## src/design/tgr_pkg.sv

```systemverilog
`timescale 1ns / 1ps
// ----------------------------------------------------------------------------
// tgr_pkg
// Shared types and constants of the text glyph row renderer: opcodes,
// result status codes, configuration register indexes, the address unit
// request struct and the result beat struct.
// ----------------------------------------------------------------------------
package tgr_pkg;

    // Glyph geometry defaults and the fixed glyph width
    localparam int GLYPH_COUNT_DEF  = 256;
    localparam int GLYPH_HEIGHT_DEF = 16;
    localparam int GLYPH_WIDTH      = 8;

    // Field widths of the streams
    localparam int IN_TDATA_W  = 24;
    localparam int OUT_TDATA_W = 96;
    localparam int CFG_DATA_W  = 32;
    localparam int CFG_IDX_W   = 3;

    // Colour ranges per pixel depth
    localparam logic [23:0] MAX_24BPP = 24'h00ffffff;
    localparam logic [23:0] MAX_16BPP = 24'h0000ffff;
    localparam logic [23:0] MAX_8BPP  = 24'h000000ff;

    typedef enum logic [1:0] {
        OP_LOAD    = 2'd0,
        OP_DRAW    = 2'd1,
        OP_RESTART = 2'd2,
        OP_NONE    = 2'd3
    } t_opcode;

    typedef enum logic [2:0] {
        ST_ROW       = 3'd0,
        ST_SKIPPED   = 3'd1,
        ST_IGNORED   = 3'd2,
        ST_LOADED    = 3'd3,
        ST_RESTARTED = 3'd4,
        ST_BAD_START = 3'd5
    } t_status;

    typedef enum logic [CFG_IDX_W-1:0] {
        CFG_START_X   = 3'd0,
        CFG_START_Y   = 3'd1,
        CFG_OVF_MODE  = 3'd2,
        CFG_FG        = 3'd3,
        CFG_BG        = 3'd4,
        CFG_BPP       = 3'd5,
        CFG_X_RES     = 3'd6,
        CFG_Y_RES     = 3'd7
    } t_cfg_idx;

    typedef enum logic [1:0] {
        OVF_STOP    = 2'd0,
        OVF_START_X = 2'd1,
        OVF_ZERO    = 2'd2,
        OVF_NONE    = 2'd3
    } t_ovf_mode;

    typedef enum logic [2:0] {
        S_IDLE,
        S_DECIDE,
        S_BASE,
        S_SCALE,
        S_ROWS
    } t_state;

    // Address unit commands: stride = a * b or acc = a * b + c per command
    typedef enum logic [2:0] {
        AU_HOLD,
        AU_STRIDE,
        AU_BASE,
        AU_SCALE,
        AU_STEP
    } t_au_cmd;

    typedef struct packed {
        t_au_cmd     cmd;
        logic [11:0] y;
        logic [11:0] x;
        logic [11:0] xres;
        logic [2:0]  bytes;
    } t_au_req;

    // One result beat; the last member sits in the lowest bits
    typedef struct packed {
        logic        halted;
        logic [23:0] bg_value;
        logic [23:0] fg_value;
        logic [7:0]  write_bits;
        logic [7:0]  fg_bits;
        logic [25:0] row_address;
        t_status     status;
    } t_out_beat;

endpackage

```

## src/design/tgr_addr_unit.sv

```systemverilog
`timescale 1ns / 1ps
// ----------------------------------------------------------------------------
// tgr_addr_unit
// Shared multiply-add unit that builds the framebuffer row addresses. It
// forms the row stride, the first row's byte offset and then steps by the
// stride once per row.
// ----------------------------------------------------------------------------
module tgr_addr_unit (
    input  logic             i_clk,
    input  tgr_pkg::t_au_req i_req,
    output logic [25:0]      o_acc
);

    import tgr_pkg::*;

    logic [24:0] op_a;
    logic [11:0] op_b;
    logic [25:0] op_c;
    logic [36:0] product;
    logic [25:0] r_acc, n_acc;
    logic [14:0] r_stride, n_stride;

    // Operand selection for the single multiplier
    always_comb begin
        op_a     = '0;
        op_b     = '0;
        op_c     = '0;
        n_acc    = r_acc;
        n_stride = r_stride;
        case (i_req.cmd)
            AU_STRIDE: begin
                op_a = {13'd0, i_req.xres};
                op_b = {9'd0, i_req.bytes};
            end
            AU_BASE: begin
                op_a = {13'd0, i_req.y};
                op_b = i_req.xres;
                op_c = {14'd0, i_req.x};
            end
            AU_SCALE: begin
                op_a = r_acc[24:0];
                op_b = {9'd0, i_req.bytes};
            end
            AU_STEP: begin
                op_a = {10'd0, r_stride};
                op_b = 12'd1;
                op_c = r_acc;
            end
            default: begin
            end
        endcase
        product = op_a * op_b;
        if (i_req.cmd == AU_STRIDE) begin
            n_stride = product[14:0];
        end else if (i_req.cmd != AU_HOLD) begin
            n_acc = product[25:0] + op_c;
        end
    end

    // Accumulator and stride registers
    always_ff @(posedge i_clk) begin
        r_acc    <= n_acc;
        r_stride <= n_stride;
    end

    assign o_acc = r_acc;

endmodule
```

## config.mk

```make
export PLATFORM = sky130hd
export DESIGN_NAME = tgr_addr_unit
export DESIGN_NICKNAME = d
export VERILOG_FILES = /design/src/design/tgr_pkg.sv /design/src/design/tgr_addr_unit.sv
export SDC_FILE = /design/constraint.sdc
export NUM_CORES = 1
export LEC_CHECK = 0
export ABC_AREA = 0
export BUFFER_PORTS_ARGS = -buffer_cell sky130_fd_sc_hd__buf_2
export CORE_ASPECT_RATIO = 0.8
export CORE_UTILIZATION = 41
export DETAILED_ROUTE_END_ITERATION = 6
export PLACE_DENSITY = 0.66
export SKIP_CTS_REPAIR_TIMING = 1
export SLEW_MARGIN = 20
export SYNTH_ARGS = -nofsm -noshare
export SYNTH_HDL_FRONTEND = slang
export SYNTH_SLANG_ARGS = --single-unit
export TNS_END_PERCENT = 10
```

## constraint.sdc

```tcl
create_clock -name i_clk -period 10.64 [get_ports i_clk]
set_clock_uncertainty 0.1 [all_clocks]
set_input_delay 1.064 -clock i_clk [delete_from_list [all_inputs] [get_ports i_clk]]
set_output_delay 1.064 -clock i_clk [all_outputs]
set_load 0.005 [all_outputs]
```

Word level (Yosys, flattened, before mapping). Cells that the tools add are included.

Memory bits (writable): 0. Register bits after elaboration: 41. Word-level logic and storage cells: 15. Latch bits: 0. Memories: 0. Memory bits (read-only): 0. Bits of input ports: 43. Output and inout port bits: 26.

Magnitude comparators: 0. Equal/unequal tests: 4. Bitwise logic cells: 1. Add/subtract/negate cells: 1. Multiply operators: 1. Mux-type cells: 3. Reductions and logical operators: 3. Shift-type cells: 0. Div/mod/pow operators: 0.

Operators by type and width (count): 25-bit case mux with 4 select lines (1); 26-bit case mux with 2 select lines (1); 12-bit case mux with 3 select lines (1); 26-bit adder (1); 25-bit by 12-bit multiplier with 26-bit output (1); 3-bit by 2-bit == test with 1-bit output (second input constant) (2); 3-bit by 1-bit == test with 1-bit output (second input constant) (1); 3-bit == test (second input constant) (1); 3-bit nonzero test (1); 2-bit AND reduction (1); 2-bit OR reduction (1); 1-bit NOT (1).

Depth between registers and ports, before layout.
Depth in word-level cells: 5. Depth in mapped cells: 35. Depth with buffers taken out: 32.

Worst setup path before layout. Ideal clock, no wire load.

Kind: in2reg. Start point: input port i_req[41] in the netlist's numbering. End point: register r_acc[25], in the netlist o_acc[25] (data pin). Cell stages on the path: 30. Data required time: 10.272 ns. Arrival: 8.785 ns. Slack: 1.487 ns. Path through: or2_2 -> nor2_1 -> clkbuf_1 -> a221o_1 -> nand3_1 -> fa_1 -> fa_1 -> inv_1 -> fa_1 -> fa_1 -> inv_1 -> fa_1 -> inv_1 -> ha_1 -> a21oi_1 -> nand2_1 -> o21ai_0 -> o21ai_0 -> o21ai_0 -> a21oi_1 -> a21oi_1 -> xnor2_1 -> ha_1 -> a21oi_1 -> and2_1 -> a31o_2 -> a41o_2 -> o211ai_2 -> o22ai_2 -> xnor3_1.

Longest elaborated chain between the ends: 5. Elaborated cells between the ends (all ways): 10.

RTL lines: start: declaration (RTL line tgr_addr_unit.sv:10) `input tgr_pkg::t_au_req i_req,`; 3-bit by 1-bit == test with 1-bit output / 3-bit by 2-bit == test with 1-bit output (equally long branches) (RTL line tgr_addr_unit.sv:30) `case (i_req.cmd)`; 2-bit OR reduction (no source line); 12-bit case mux with 3 select lines (RTL line tgr_addr_unit.sv:30); 25-bit by 12-bit multiplier with 26-bit output (RTL line tgr_addr_unit.sv:52) `product = op_a * op_b;`; 26-bit adder * (RTL line tgr_addr_unit.sv:56) `n_acc = product[25:0] + op_c;`; end signal: assignment (RTL line tgr_addr_unit.sv:62) `r_acc <= n_acc;`; end: declaration (RTL line tgr_addr_unit.sv:20) `logic [25:0] r_acc, n_acc;`.

Mark *: on every way between the ends. The rest lies on a longest branch, timed or not. A chain may end at the register's enable or synchronous reset.

Final worst setup path. Ends and elaborated chain as after synthesis.

==> flow_metrics.tcl <==
set metrics [dict create \
    p_leak_uw 0.00522 \
    die-area_um2 24100 \
    drcViolationCount 0 \
    rrSetupSlack_ns 2.54 \
    maxCapViolCount 0 \
    synth-async-reset-ratio 0 \
    final_nets 1453 \
    ant_nets 0 \
    yosysWarningCount 0 \
    globalplace.congestion 0.922 \
    critPathLaunchType "primary input" \
    crit_buf_inv 4 \
    antenna_cells 0 \
    netlist_area_um2 9640 \
    drt_iter0_markers 471 \
    final_core_util 0.470 \
    critPathMaxFanout 27 \
    syn-instance-count 1061 \
    synthDominantCellAreaShare 0.374 \
    synth_edf_count 41 \
    cpPeakStageDelay_ns 0.71 \
    fin_cells 1468 \
    setup_viol 0 \
    placeableCoreArea_um2 22700 \
    max_freq_mhz 103 \
    fill_cells 2225 \
    post-route-period-util 0.912 \
    clkTransAtPathRegs_ns 0.06 \
    clock_latency_ns 0.29 \
    drive_gt1_frac 0.0895 \
    status "complete, no violations" \
    port_buffers 68 \
    arrival_ns 9.63 \
    grt_max_degree 46 \
    clockBufferDepth 2 \
    synthFlopType "edfxtp_1" \
    grt_pass1_vias 7937 \
    wire_per_inst_um 16.6 \
    grt-ovfl-total 0 \
    grt.total_usage 0.217 \
    critPathRequiredTime_ns 10.57 \
    cts_sinks 41 \
    synth.largest_area_cell "fa_1" \
    dp_cells 1460 \
    yosysUniqueCellTypes 57 \
    first_pass_iters 5 \
    slew_viol_final 0 \
    worstSetupPathType "in -> reg" \
    grt_first_pass_wirelength_um 41400 \
    cts-root-buf "clkbuf_16" \
    via_count 7511 \
    holdCritPathClass "reg -> reg" \
    critical_path.top_delay_family "adder cells" \
    min_period_ns 9.70 \
    fp-row-count 49 \
    power.density_nw_per_um2 144 \
    ios 69 \
    cts_tree "yes" \
    ys_seq_area_frac 0.128 \
    hold_viol_final 0 \
    rsz0062_at_grt "false" \
    antenna_found_initial 0 \
    ys_ff_latch 41 \
    die_w_um 173 \
    worst_path_most_repeated_cell "fa_1" \
    die_h_um 139 \
    holdWs_ns 0.765 \
    tns_ns 0 \
    syn2layout_area_growth_pct 10.9 \
    htree_levels 2 \
    slowest_stage "nor2_2" \
    slew_headroom 0.377 \
    vdd_drop_max_v 0.000139 \
    drt-total-wl_um 24300 \
    via_per_inst 5.12 \
    start_util 0.424 \
    worst_slew_pin_slew_ns 0.935 \
    cts_buffers 5 \
    yosys-top-cells-area "fa_1 (37%), edfxtp_1 (13%), ha_1 (9.0%)" \
    cp-end-kind "flop" \
    synth_area_per_cell_um2 9.09 \
    dpl.hpwl_um 20400 \
]
==> final cells by class <==
| type | instances | area [um^2] | share of cell area |
|---|---|---|---|
| Clock inverter | 3 | 41.3 | 0.00386 |
| Clock buffer | 5 | 125 | 0.0117 |
| Tap cell | 306 | 383 | 0.0358 |
| Inverter | 223 | 837 | 0.0783 |
| Sequential cell | 41 | 1230 | 0.115 |
| Multi-Input combinational cell | 812 | 7660 | 0.716 |
| Timing Repair Buffer | 78 | 415 | 0.0389 |
==> cell usage after synthesis (all sizes together), types with 3 or more instances <==
master / instances
inv: 223
fa: 180
nand2: 131
ha: 69
nor2: 52
nand3: 42
edfxtp: 41
xnor2: 35
a21oi: 34
clkbuf: 33
and2: 28
o21ai: 26
nor2b: 25
a22o: 20
a22oi: 13
a21o: 12
xor2: 12
o21a: 10
a221o: 6
a221oi: 5
and3: 5
nand2b: 5
a31oi: 4
buf: 4
o21bai: 4
or2: 4
a211oi: 3
nor3: 3
o211ai: 3
==> routing by layer <==
layer / share of wire / wire (um) / track usage
met1: 0.47 / 11500 / 0.323
met4: 0.018 / 430 / 0.0531
met2: 0.44 / 10600 / 0.328
met5: 0 / 0 / 0
met3: 0.074 / 1800 / 0.0376
==> worst paths after layout <==
| kind | startpoint | cells past startpoint | endpoint |
|---|---|---|---|
| max | i_req[41] | 30 | o_acc[25]$_DFFE_PP_ |
| min | o_acc[0]$_DFFE_PP_ | 2 | o_acc[0]$_DFFE_PP_ |
| max reg2reg | o_acc[3]$_DFFE_PP_ | 27 | o_acc[25]$_DFFE_PP_ |
| min reg2reg | o_acc[0]$_DFFE_PP_ | 2 | o_acc[0]$_DFFE_PP_ |
==> kinds of logic after synthesis <==
group | after synthesis | synth area share
simple gates | 305 | 0.147
buf+inv | 260 | 0.101
fa+ha+maj | 249 | 0.463
compound gates | 156 | 0.115
xor+xnor | 48 | 0.0450
flops | 41 | 0.128
other cells | 2 | 0.000779
==> stage by stage <==
stage	total power (uW)	worst slack [ns]	area (um^2)
floorplan	1070	1.49	9840
global placement	1330	0.914	10500
detailed placement	1340	0.711	10500
CTS	1530	0.960	10700
global route	1690	0.419	10700
finish	1540	0.937	10700
==> registers in the layout (all words and copies together), names as in the netlist <==
| name | cells |
|---|---|
| o_acc | 26 |
| r_stride | 15 |
==> cells in the final DEF (no fill, tap or decap), types with 2 or more instances in the layout <==
master and n:
and3_1 5, inv_1 223, nor2_1 50, or2_2 4, o21ai_0 24, a31o_2 2
nand3_1 42, a31oi_1 4, xnor2_1 35, nor2_2 2, o211ai_1 2, a21oi_1 31
a22o_1 20, a21o_1 12, buf_4 10, clkbuf_16 5, ha_1 69, xor2_1 12
edfxtp_1 41, nand2b_1 5, o21a_1 10, a221oi_1 5, conb_1 54, o211a_1 2
a211oi_1 3, a41oi_1 2, o31ai_1 2, a22oi_1 13, and2_1 28, o21bai_1 3
nor2b_1 25, fa_1 180, nand2_1 131, a221o_1 6, nor3_1 3, a21oi_2 3
buf_2 68
==> worst min-delay path, delay by kind of cell, from the launching register on <==
kind            cells  cell delay (ns)
compound gates      1             0.19
fa+ha+maj           1             0.12
flops               1             0.45
==> report_power, final <==
| part | internal (uW) | switching [uW] | total, uW |
|---|---|---|---|
| Combinational | 469 | 583 | 1050 |
| Sequential | 257 | 52.6 | 310 |
| Clock | 110 | 63.9 | 174 |
| Total | 836 | 700 | 1540 |
(Power assumes the default switching activity.)
